### src/design/wsts_pkg.sv
// shared types, codes and helpers for the work-stealing task source selector
package wsts_pkg;

   localparam int NSLOTS = 16;
   localparam int WID_W = 4;
   localparam int CNT_W = 5;
   localparam int MAX_WORKERS_DEF = 16;
   localparam int QDEPTH = 4;
   localparam int QPTR_W = 2;

   localparam logic [31:0] SEED = 32'h9e37_79b9;
   localparam logic [7:0] AGE_MAX = 8'd255;
   localparam logic [7:0] VALVE_RST = 8'd64;
   localparam logic [CNT_W-1:0] WORKERS_RST = 5'd8;

   typedef enum logic [2:0] {
      SRC_NONE  = 3'd0,
      SRC_HIGH  = 3'd1,
      SRC_VALVE = 3'd2,
      SRC_OWN   = 3'd3,
      SRC_NORM  = 3'd4,
      SRC_LOW   = 3'd5,
      SRC_STEAL = 3'd6
   } src_type;

   typedef enum logic [1:0] {
      CSR_VALVE   = 2'd0,
      CSR_WORKERS = 2'd1
   } csr_idx_type;

   typedef struct packed {
      logic [WID_W-1:0]  worker_id;
      logic              high;
      logic              normal;
      logic              low;
      logic              own;
      logic [NSLOTS-1:0] steal_mask;
   } item_type;

   typedef struct packed {
      logic full;
      logic empty;
   } q_stat_type;

   typedef struct packed {
      logic [7:0]       valve_threshold;
      logic [CNT_W-1:0] workers_in_use;
   } cfg_type;

   function automatic logic [31:0] xorshift32(input logic [31:0] s);
      logic [31:0] t;
      t = s ^ (s << 13);
      t = t ^ (t >> 17);
      t = t ^ (t << 5);
      return t;
   endfunction

endpackage

### src/design/wsts_front.sv
// request stage: takes a word, classifies it and pushes it to the queue
module wsts_front import wsts_pkg::*; (
   input  logic              clock,
   input  logic              reset,
   input  logic              req_push,
   output logic              req_full,
   input  logic [WID_W-1:0]  req_worker_id,
   input  logic              req_high_ready,
   input  logic              req_normal_ready,
   input  logic              req_low_ready,
   input  logic [NSLOTS-1:0] req_deque_ready,
   input  q_stat_type        q_stat,
   output logic              q_push,
   output item_type          q_item
);

   logic     valid_ff, valid_in;
   item_type item_ff, item_in;
   logic     take;

   assign req_full = valid_ff && q_stat.full;
   assign take = req_push && !req_full;
   assign q_push = valid_ff && !q_stat.full;
   assign q_item = item_ff;

   always_comb begin
      item_in.worker_id = req_worker_id;
      item_in.high = req_high_ready;
      item_in.normal = req_normal_ready;
      item_in.low = req_low_ready;
      item_in.own = req_deque_ready[req_worker_id];
      // the requester never steals from itself
      item_in.steal_mask = req_deque_ready & ~(NSLOTS'(1) << req_worker_id);
      valid_in = valid_ff;
      if (q_push) begin
         valid_in = 1'b0;
      end
      if (take) begin
         valid_in = 1'b1;
      end
   end

   always_ff @(posedge clock) begin
      if (reset) begin
         valid_ff <= 1'b0;
      end else begin
         valid_ff <= valid_in;
      end
      if (take) begin
         item_ff <= item_in;
      end
   end

endmodule

### src/design/wsts_fifo.sv
// short queue of classified words between front and back
module wsts_fifo import wsts_pkg::*; (
   input  logic       clock,
   input  logic       reset,
   input  logic       push,
   input  item_type   wdata,
   input  logic       pop,
   output item_type   rdata,
   output q_stat_type stat
);

   item_type          mem_ff [QDEPTH];
   logic [QPTR_W-1:0] wptr_ff, rptr_ff;
   logic [QPTR_W:0]   cnt_ff, cnt_in;
   logic              do_push, do_pop;

   assign stat.full = (cnt_ff == (QPTR_W+1)'(QDEPTH));
   assign stat.empty = (cnt_ff == '0);
   assign do_push = push && !stat.full;
   assign do_pop = pop && !stat.empty;
   assign rdata = mem_ff[rptr_ff];

   always_comb begin
      cnt_in = cnt_ff;
      case ({do_push, do_pop})
         2'b10: cnt_in = cnt_ff + 1'b1;
         2'b01: cnt_in = cnt_ff - 1'b1;
         default: cnt_in = cnt_ff;
      endcase
   end

   always_ff @(posedge clock) begin
      if (reset) begin
         wptr_ff <= '0;
         rptr_ff <= '0;
         cnt_ff <= '0;
      end else begin
         cnt_ff <= cnt_in;
         if (do_push) begin
            wptr_ff <= wptr_ff + 1'b1;
         end
         if (do_pop) begin
            rptr_ff <= rptr_ff + 1'b1;
         end
      end
      if (do_push) begin
         mem_ff[wptr_ff] <= wdata;
      end
   end

endmodule

### src/design/wsts_back.sv
// grant engine: per-worker aging and generator state, modulo unit, steal scan
module wsts_back import wsts_pkg::*; #(
   parameter int MAX_WORKERS = MAX_WORKERS_DEF
) (
   input  logic             clock,
   input  logic             reset,
   input  cfg_type          cfg,
   input  item_type         q_item,
   input  q_stat_type       q_stat,
   output logic             q_pop,
   output logic             rsp_empty,
   input  logic             rsp_pop,
   output logic             rsp_found,
   output logic [2:0]       rsp_source,
   output logic [WID_W-1:0] rsp_victim
);

   localparam int LIM = (MAX_WORKERS > NSLOTS) ? NSLOTS : MAX_WORKERS;

   typedef enum logic [3:0] {
      ST_IDLE = 4'b0001,
      ST_EVAL = 4'b0010,
      ST_MOD  = 4'b0100,
      ST_SCAN = 4'b1000
   } state_type;

   state_type         state_ff, state_in;
   item_type          item_ff;
   logic [7:0]        aging_ff [NSLOTS];
   logic [31:0]       rand_ff [NSLOTS];
   logic [31:0]       rnd_ff;
   logic [CNT_W-1:0]  rem_ff, rem_in;
   logic [1:0]        cnt_ff;
   logic              out_valid_ff;
   src_type           out_src_ff;
   logic [WID_W-1:0]  out_vic_ff;

   logic [CNT_W-1:0]  n_eff;
   logic [NSLOTS-1:0] active, cand;
   logic [7:0]        age_cur;
   src_type           eval_src;
   logic              eval_done;
   logic [31:0]       rnd_next;
   logic              hit_hi, hit_any;
   logic [WID_W-1:0]  idx_hi, idx_any, steal_vic;
   logic [WID_W-1:0]  wid;
   logic              write_out;
   src_type           wr_src;
   logic [WID_W-1:0]  wr_vic;

   assign wid = item_ff.worker_id;
   assign age_cur = aging_ff[wid];
   assign rnd_next = xorshift32(rand_ff[wid]);

   // clamp the configured worker count
   always_comb begin
      if (cfg.workers_in_use == '0) begin
         n_eff = CNT_W'(1);
      end else if (cfg.workers_in_use > CNT_W'(LIM)) begin
         n_eff = CNT_W'(LIM);
      end else begin
         n_eff = cfg.workers_in_use;
      end
      for (int i = 0; i < NSLOTS; i++) begin
         active[i] = (CNT_W'(i) < n_eff);
      end
   end

   always_comb begin
      eval_done = 1'b1;
      if (item_ff.high) begin
         eval_src = SRC_HIGH;
      end else if (age_cur >= cfg.valve_threshold && item_ff.low) begin
         eval_src = SRC_VALVE;
      end else if (item_ff.own) begin
         eval_src = SRC_OWN;
      end else if (item_ff.normal) begin
         eval_src = SRC_NORM;
      end else if (item_ff.low) begin
         eval_src = SRC_LOW;
      end else begin
         eval_src = SRC_NONE;
         eval_done = (n_eff <= CNT_W'(1));
      end
   end

   // remainder by the worker count, eight dividend bits per cycle
   always_comb begin
      logic [CNT_W-1:0] t;
      rem_in = rem_ff;
      for (int k = 0; k < 8; k++) begin
         t = {rem_in[CNT_W-2:0], rnd_ff[31-k]};
         if (t >= n_eff) begin
            t = t - n_eff;
         end
         rem_in = t;
      end
   end

   // first candidate at or after the start, else first overall
   always_comb begin
      cand = item_ff.steal_mask & active;
      hit_hi = 1'b0;
      hit_any = 1'b0;
      idx_hi = '0;
      idx_any = '0;
      for (int i = NSLOTS - 1; i >= 0; i--) begin
         if (cand[i]) begin
            hit_any = 1'b1;
            idx_any = WID_W'(i);
            if (WID_W'(i) >= rem_ff[WID_W-1:0]) begin
               hit_hi = 1'b1;
               idx_hi = WID_W'(i);
            end
         end
      end
      steal_vic = hit_hi ? idx_hi : idx_any;
   end

   always_comb begin
      state_in = state_ff;
      q_pop = 1'b0;
      write_out = 1'b0;
      wr_src = SRC_NONE;
      wr_vic = '0;
      case (state_ff)
         ST_IDLE: begin
            if (!q_stat.empty && !out_valid_ff) begin
               q_pop = 1'b1;
               state_in = ST_EVAL;
            end
         end
         ST_EVAL: begin
            if (eval_done) begin
               write_out = 1'b1;
               wr_src = eval_src;
               wr_vic = (eval_src == SRC_OWN) ? wid : '0;
               state_in = ST_IDLE;
            end else begin
               state_in = ST_MOD;
            end
         end
         ST_MOD: begin
            if (cnt_ff == 2'd3) begin
               state_in = ST_SCAN;
            end
         end
         ST_SCAN: begin
            write_out = 1'b1;
            wr_src = hit_any ? SRC_STEAL : SRC_NONE;
            wr_vic = hit_any ? steal_vic : '0;
            state_in = ST_IDLE;
         end
         default: begin
            state_in = ST_IDLE;
         end
      endcase
   end

   always_ff @(posedge clock) begin
      if (reset) begin
         state_ff <= ST_IDLE;
         out_valid_ff <= 1'b0;
         for (int i = 0; i < NSLOTS; i++) begin
            aging_ff[i] <= '0;
            rand_ff[i] <= SEED ^ 32'(i);
         end
      end else begin
         state_ff <= state_in;
         if (write_out) begin
            out_valid_ff <= 1'b1;
         end else if (rsp_pop) begin
            out_valid_ff <= 1'b0;
         end
         if (state_ff == ST_EVAL && !eval_done) begin
            rand_ff[wid] <= rnd_next;
         end
         if (write_out) begin
            case (wr_src)
               SRC_VALVE, SRC_LOW: aging_ff[wid] <= '0;
               SRC_HIGH, SRC_OWN, SRC_NORM, SRC_STEAL: begin
                  if (age_cur != AGE_MAX) begin
                     aging_ff[wid] <= age_cur + 8'd1;
                  end
               end
               default: aging_ff[wid] <= age_cur;
            endcase
         end
      end
      if (q_pop) begin
         item_ff <= q_item;
      end
      if (state_ff == ST_EVAL) begin
         rnd_ff <= rnd_next;
         rem_ff <= '0;
         cnt_ff <= '0;
      end else if (state_ff == ST_MOD) begin
         rnd_ff <= rnd_ff << 8;
         rem_ff <= rem_in;
         cnt_ff <= cnt_ff + 2'd1;
      end
      if (write_out) begin
         out_src_ff <= wr_src;
         out_vic_ff <= wr_vic;
      end
   end

   assign rsp_empty = !out_valid_ff;
   assign rsp_found = (out_src_ff != SRC_NONE);
   assign rsp_source = out_src_ff;
   assign rsp_victim = out_vic_ff;

endmodule

### src/design/work_stealing_task_source_select_top.sv
// top level of the work-stealing task source selector
//
//  channel   ports                         word accepted when
//  request   req_push/req_full + fields    req_push && !req_full
//  response  rsp_empty/rsp_pop + fields    rsp_pop && !rsp_empty
//  csr       csr_valid/csr_ready + idx/dat csr_valid && csr_ready
//
// a request is granted by the back end through its idle and eval states when
// a global queue or the own deque serves it, and through idle, eval, the
// remainder unit (8 bits of the random word per cycle) and the scan state
// when it goes to a steal scan. the back end starts a word only once the
// response slot is empty. reset is synchronous and restores all aging
// counters and generator seeds at once. the front and its 4-word queue keep
// taking requests while the back end or the response side stalls.
module work_stealing_task_source_select_top import wsts_pkg::*; #(
   parameter int MAX_WORKERS = MAX_WORKERS_DEF
) (
   input  logic              clock,
   input  logic              reset,
   input  logic              req_push,
   output logic              req_full,
   input  logic [WID_W-1:0]  req_worker_id,
   input  logic              req_high_ready,
   input  logic              req_normal_ready,
   input  logic              req_low_ready,
   input  logic [NSLOTS-1:0] req_deque_ready,
   output logic              rsp_empty,
   input  logic              rsp_pop,
   output logic              rsp_found,
   output logic [2:0]        rsp_source,
   output logic [WID_W-1:0]  rsp_victim,
   input  logic              csr_valid,
   output logic              csr_ready,
   input  logic [1:0]        csr_index,
   input  logic [7:0]        csr_data
);

   cfg_type    cfg_ff;
   q_stat_type q_stat;
   logic       q_push, q_pop;
   item_type   q_wdata, q_rdata;

   assign csr_ready = 1'b1;

   always_ff @(posedge clock) begin
      if (reset) begin
         cfg_ff.valve_threshold <= VALVE_RST;
         cfg_ff.workers_in_use <= WORKERS_RST;
      end else if (csr_valid && csr_ready) begin
         case (csr_index)
            CSR_VALVE: cfg_ff.valve_threshold <= csr_data;
            CSR_WORKERS: cfg_ff.workers_in_use <= csr_data[CNT_W-1:0];
            default: cfg_ff <= cfg_ff;
         endcase
      end
   end

   wsts_front u_front (
      .clock            (clock),
      .reset            (reset),
      .req_push         (req_push),
      .req_full         (req_full),
      .req_worker_id    (req_worker_id),
      .req_high_ready   (req_high_ready),
      .req_normal_ready (req_normal_ready),
      .req_low_ready    (req_low_ready),
      .req_deque_ready  (req_deque_ready),
      .q_stat           (q_stat),
      .q_push           (q_push),
      .q_item           (q_wdata)
   );

   wsts_fifo u_fifo (
      .clock (clock),
      .reset (reset),
      .push  (q_push),
      .wdata (q_wdata),
      .pop   (q_pop),
      .rdata (q_rdata),
      .stat  (q_stat)
   );

   wsts_back #(
      .MAX_WORKERS (MAX_WORKERS)
   ) u_back (
      .clock      (clock),
      .reset      (reset),
      .cfg        (cfg_ff),
      .q_item     (q_rdata),
      .q_stat     (q_stat),
      .q_pop      (q_pop),
      .rsp_empty  (rsp_empty),
      .rsp_pop    (rsp_pop),
      .rsp_found  (rsp_found),
      .rsp_source (rsp_source),
      .rsp_victim (rsp_victim)
   );

   // the front never pushes into a full queue
   a_no_overflow: assert property (@(posedge clock) disable iff (reset)
      !(q_push && q_stat.full))
      else $error("queue push while full");

   // the back end never pulls from an empty queue
   a_no_underflow: assert property (@(posedge clock) disable iff (reset)
      !(q_pop && q_stat.empty))
      else $error("queue pop while empty");

   // a victim is named only for own-deque and stolen grants
   a_victim_zero: assert property (@(posedge clock) disable iff (reset)
      (!rsp_empty && rsp_source != SRC_OWN && rsp_source != SRC_STEAL)
      |-> (rsp_victim == '0))
      else $error("victim set for a global grant");

   // the reported source stays within the defined codes
   a_src_range: assert property (@(posedge clock) disable iff (reset)
      !rsp_empty |-> (rsp_source <= SRC_STEAL))
      else $error("source code out of range");

endmodule
### config.mk
export PLATFORM = sky130hd
export DESIGN_NAME = work_stealing_task_source_select_top
export DESIGN_NICKNAME = d
export VERILOG_FILES = /design/src/design/wsts_pkg.sv /design/src/design/wsts_front.sv /design/src/design/wsts_fifo.sv /design/src/design/wsts_back.sv /design/src/design/work_stealing_task_source_select_top.sv
export SDC_FILE = /design/constraint.sdc
export NUM_CORES = 1
export LEC_CHECK = 0
export ABC_AREA = 1
export BUFFER_PORTS_ARGS = -buffer_cell sky130_fd_sc_hd__buf_4
export CAP_MARGIN = 20
export CORE_UTILIZATION = 40
export DETAILED_ROUTE_END_ITERATION = 6
export PLACE_DENSITY_LB_ADDON = 0.05
export RECOVER_POWER = 25
export SETUP_SLACK_MARGIN = 0.3
export SLEW_MARGIN = 20
export SYNTH_ARGS = -nofsm -noshare
export SYNTH_HDL_FRONTEND = slang
export SYNTH_SLANG_ARGS = --single-unit
### constraint.sdc
create_clock -name clock -period 26.8 [get_ports clock]
set_input_delay 2.68 -clock clock [delete_from_list [all_inputs] [get_ports clock]]
set_output_delay 2.68 -clock clock [all_outputs]
set_load 0.01 [all_outputs]
==> out/metrics.cfg, run 1 <==
[critical_path]
worst_path_max_delay_cell=o21ai_0
crit_end=u_back.rem_ff[2]
rr_startpoint=cfg_ff[1]
r2r-end=u_back.rem_ff[2]
worstPathArrival_ps=14390
reg2reg_slack_ps=12850
worstSetupStartpoint=cfg_ff[1]
crit_type=flip-flop to flip-flop
end_kind=flip-flop
crit_top_cell=o21ai_0
cp-start-kind=flip-flop
critical_path_required_ps=27240
ff2ff_path_depth=72
worstPathMaxFanout=10
critPathMaxStageDelay_ps=410

[clocking]
cts_buffers=93
cts_sinks=855
insertion_delay_ps=660
cts_tree=yes
cts_hold_buffers=0
postCtsResizedCells=0
clockRootBuffer=clkbuf_16
h-tree-depth=3
clockBufferDepth=3
clkTransAtPathRegs_ps=60
cts_setup_buffers=0

[placed_design]
placed_area_sq_um=40300
hpwlAfterDp_microns=72200
port_buffers=47
place_congestion=0.882
dp_slack_ps=13100

[logic_synthesis]
synth_cell_types=55
seq_area_frac_synth_pct=65.3
syn-cell-area_sq_um=38800
synth_area_per_cell_sq_um=11.1
syn_inst=3488
ys_ff_latch=855
synth_nets=3590
synth_warnings=0

[sta]
slew_headroom_pct=-77.1
timing.final.ws_setup_ps=12850
rsz0062_at_grt=no
fin_crit_sh_pct=52.0
period_minus_slack_ps=13950
worst_pin_slew_ps=2650
finalHoldViolations=0
clock_skew_ps=29.8
setup_viol=0
finalSetupTns_ps=0
final_max_slew_viol_count=425
whs_ps=464
max_freq_mhz=71.7

[detailed_routing]
totalWireLength_microns=117000
wl_met3_microns=7870
wl_met1_microns=53000
routed-wl-met2_microns=53700
firstDrtPassIters=5
viasPerCell=5.51
ant_nets=0
wl_per_cell_microns=24.2
routed.top_layer=met4
vias=26625
drc=0
dr.first_iter.drc_count=2668

[die]
pin_count=49
die_x_microns=314
fp-row-count=113
start_util_pct=40.6
core_sq_um=95600
die_area_sq_um=98300
dieHeight_microns=314

[global_routing]
grt_max_degree=124
grt_remaining_overflow=0
grt_pass1_wl_microns=173000
grt.total_usage_pct=23.8
grt_pass1_vias=26100
antenna_found_initial=4

[cells_and_area]
finish.instance_area_sq_um=43300
final_nets=3593
syn_to_final_growth_pct=11.6
drive_gt1_share_pct=8.63

[hold_path]
holdCritPathClass=flip-flop to flip-flop

[job]
drv_cap=12

[outcome]
failed_checks=capacitance limit, slew limit
status=finished, violations left

## placed cells by master, fill, tap and decap left out, types with 4 or more instances in the layout
cell	instances
edfxtp_1	823
clkinv_2	13
xor2_1	38
inv_1	189
xor2_2	7
a21oi_1	104
dfxtp_1	32
nand4_1	37
nor3_1	8
a31oi_1	10
bufinv_16	12
fa_1	9
nand2_1	868
buf_4	86
o22ai_1	28
clkinv_1	36
xnor2_2	11
inv_2	20
nand2_2	8
inv_6	4
nor2_4	5
clkbuf_1	38
a22oi_1	322
xnor2_1	16
nor3_2	9
nand3_1	48
a211oi_1	7
clkbuf_4	4
clkbuf_16	97
nand4_2	5
nor2_1	421
o31ai_1	6
o211ai_1	7
o21ai_0	141
ha_1	55
## kinds of logic after synthesis
family	share of synthesized area, %
AOI/OAI and AO/OA	10.8
other	0.00966
muxes	0.0258
and+or+nand+nor	14.6
adders and majority gates	2.24
buffers and inverters	4.95
xor gates and xnor gates	2.02
DFF	65.3
## worst max-delay path, delay by kind of cell, from the launching register on
| family | cells | cell delay [ps] |
|---|---|---|
| mux | 1 | 270 |
| fa+ha+maj | 8 | 2750 |
| simple gates | 20 | 1550 |
| compound gates | 33 | 7430 |
| buf+inv | 10 | 1330 |
| flops | 1 | 380 |
## per-stage QoR
stage | util [%] | std cells
finish | 45.3 | 4835
global route | 45.3 | 4834
CTS | 45.4 | 4834
detailed placement | 42.2 | 4661
global placement | 42.2 | 4661
floorplan | - | 3488
## worst min path at each step
| stage | start | end | slack, ps | cells past startpoint |
|---|---|---|---|---|
| final | cfg_ff[6] | cfg_ff[6] | 460 | 2 |
| after global routing | cfg_ff[8] | cfg_ff[8] | 480 | 2 |
| after CTS | cfg_ff[6] | cfg_ff[6] | 470 | 2 |
| after detailed placement | cfg_ff[6] | cfg_ff[6] | 460 | 2 |
| after global placement | cfg_ff[7] | cfg_ff[7] | 460 | 2 |
| after floorplan | cfg_ff[12] | cfg_ff[12] | 440 | 2 |
## per-layer routing
metal | global-route usage (%) | vias to the layer above
li1 | - | 12270
met1 | 34.3 | 13307
met2 | 37.3 | 889
met3 | 4.20 | 159
met4 | 5.91 | 0
met5 | 0 | -
## synth_stat cells (all sizes together)
library cell / count / area share, %
or3: 1 / 0.016
a31oi: 10 / 0.16
inv: 213 / 2.1
o21a: 2 / 0.039
edfxtp: 823 / 64
xnor2: 28 / 0.83
o22ai: 28 / 0.45
a22oi: 324 / 6.3
mux2i: 1 / 0.026
o21ai: 142 / 1.8
nand2: 878 / 8.6
clkinv: 8 / 0.077
dfxtp: 32 / 1.7
o2111ai: 3 / 0.068
o211ai: 7 / 0.14
a221oi: 1 / 0.023
buf: 106 / 1.8
a31o: 1 / 0.023
nor2: 428 / 4.2
conb: 1 / 0.0097
fa: 9 / 0.46
a21o: 3 / 0.058
a211oi: 7 / 0.14
nand3: 51 / 0.72
a21oi: 108 / 1.5
o31ai: 6 / 0.12
nor3: 17 / 0.22
or2: 3 / 0.048
clkbuf: 99 / 0.96
and2: 2 / 0.032
o32ai: 1 / 0.023
xor2: 46 / 1.2
a41oi: 1 / 0.023
nand4: 43 / 0.81
ha: 55 / 1.8
## cell type report
| type | count | area, sq um |
|---|---|---|
| flip-flops and latches | 855 | 25400 |
| fillers | 8916 | 52300 |
| multi-input cells | 2207 | 11700 |
| repair buffers | 113 | 778 |
| well taps | 1265 | 1580 |
| inverters | 221 | 840 |
| clock inverters | 58 | 598 |
| clock buffers | 115 | 2510 |
| diodes | 1 | 2.50 |
## flip-flops by register name, summed over array words and instances (netlist names), 3 cells and up
register           cells
cfg_ff                13
u_back.aging_ff      128
u_back.item_ff        20
u_back.rand_ff       512
u_back.rem_ff          4
u_back.rnd_ff         32
u_back.rsp_source      3
u_back.rsp_victim      4
u_back.state_ff        4
u_back.wid             4
u_fifo.cnt_ff          3
u_fifo.mem_ff         96
u_front.q_item        24
Power of run 1 is not shown: default switching activity piles up to over one toggle a cycle in this logic, so the estimate is an artifact.
==> run 2, diff against run 1 <==
==> constraint.sdc (replaced) <==
create_clock -name clock -period 13.7 [get_ports clock]
set_input_delay 1.37 -clock clock [delete_from_list [all_inputs] [get_ports clock]]
set_output_delay 1.37 -clock clock [all_outputs]
set_load 0.01 [all_outputs]
==> out/metrics.cfg, run 2 (synthesis results as in run 1) <==
[die]
start_util_pct=40.6
fp-row-count=113
dieHeight_microns=314
core_sq_um=95600
die_x_microns=314
pin_count=49
die_area_sq_um=98300

[placed_design]
hpwlAfterDp_microns=72000
port_buffers=47
place_congestion=0.865

[critical_path]
worstPathArrival_ps=12880
crit_top_cell=nand2_1
worstPathMaxFanout=8
crit_type=flip-flop to flip-flop
worst_path_max_delay_cell=dfxtp_1
cp-start-kind=flip-flop
critPathMaxStageDelay_ps=380
end_kind=flip-flop
critical_path_required_ps=14170

[global_routing]
antenna_found_initial=3
grt_remaining_overflow=0
grt.total_usage_pct=23.9
grt_pass1_wl_microns=175000
grt_pass1_vias=26691
grt_max_degree=139

[detailed_routing]
dr.first_iter.drc_count=2799
wl_per_cell_microns=24.4
vias=26941
ant_nets=0
firstDrtPassIters=6
viasPerCell=5.57
totalWireLength_microns=118000
drc=0

[clocking]
cts_tree=yes
cts_buffers=95
insertion_delay_ps=680
cts_hold_buffers=0
cts_sinks=855
clockRootBuffer=clkbuf_16
h-tree-depth=3
clockBufferDepth=3
clkTransAtPathRegs_ps=60

[cells_and_area]
largest_register=u_back.rand_ff
syn_to_final_growth_pct=11.4
drive_gt1_share_pct=9.03
n_antenna_cell=0
final_nets=3598
final_cell_mix=867 x nand2_1, 823 x edfxtp_1, 422 x nor2_1
largest_reg_flops=512
reg_top3=u_back.rand_ff (512), u_back.aging_ff (128), u_fifo.mem_ff (96)
fill_cells=9007
layout_commonest_cell=nand2_1

[job]
drv_cap=9

[sta]
slew_headroom_pct=-89.9
finalSetupTns_ps=0
period_minus_slack_ps=12410
final_max_slew_viol_count=311
rsz0062_at_grt=no
finalHoldViolations=0
worst_pin_slew_ps=2850
clock_skew_ps=36.5
setup_viol=0
max_freq_mhz=80.6
fin_crit_sh_pct=90.6

[outcome]
failed_checks=capacitance limit, slew limit
status=finished, violations left

[hold_path]
holdCritPathClass=flip-flop to flip-flop

==> run 2: changes by cell type in the layout (fill, tap and decap cells not counted), moves of 5 or more <==
cell / change
a211oi_2: +6
o21ai_0: -8
o21ai_1: +5
bufinv_16: -6
clkbuf_1: +7
a211oi_1: -6
==> run 2: worst paths after layout <==
| path | start | to | slack [ps] | depth (start not counted) |
|---|---|---|---|---|
| setup / recovery | cfg_ff[1] | u_back.rem_ff[2] | 1290 | 74 |
| hold reg to reg | cfg_ff[10] | cfg_ff[10] | 470 | 2 |
| setup reg to reg | cfg_ff[1] | u_back.rem_ff[2] | 1290 | 74 |
| hold / removal | cfg_ff[10] | cfg_ff[10] | 470 | 2 |
==> run 2: per-stage QoR <==
step                worst slack [ps]  util [%]  area (sq um)  cells  hold slack [ps]
finish                          1290      45.2         43200   4841              472
global route                     200      45.2         43200   4841              494
global placement                 858      42.1         40300   4660              458
detailed placement              24.1      42.2         40300   4660              467
CTS                              360      45.3         43300   4838              475
floorplan                       1710         -         38800   3488              435
==> run 2: repair_timing <==
action / in CTS / in global routing
setup endpoints to repair: 4 / 4
pin swaps: 0 / 6
setup buffers: 1 / 3
resized for setup: 2 / 26
==> run 2: worst max-delay path: cells and delay by family, from the launching register on <==
family | cells | cell delay [ps]
adders and majority gates | 8 | 2620
buffers and inverters | 9 | 1060
and+or+nand+nor | 23 | 2040
AOI/OAI and AO/OA | 33 | 5840
DFF | 1 | 380
muxes | 1 | 250
==> run 2: routing by layer <==
| metal | wire length [microns] | part of all wire (%) | track usage, % |
|---|---|---|---|
| met2 | 54100 | 46 | 37.8 |
| met4 | 2190 | 1.9 | 5.73 |
| met5 | 0 | 0 | 0 |
| met3 | 7730 | 6.5 | 3.50 |
| met1 | 54200 | 46 | 34.8 |
==> run 2: cell type report <==
class	count	area [sq um]	area share, %
sequential	855	25400	58.6
multi-input combinational	2207	11700	27.1
clock buffer	121	2500	5.79
tap	1265	1580	3.66
inverter	221	843	1.95
timing repair buffer	116	805	1.86
clock inverter	56	452	1.04
Power of run 2 is left out for the same reason.
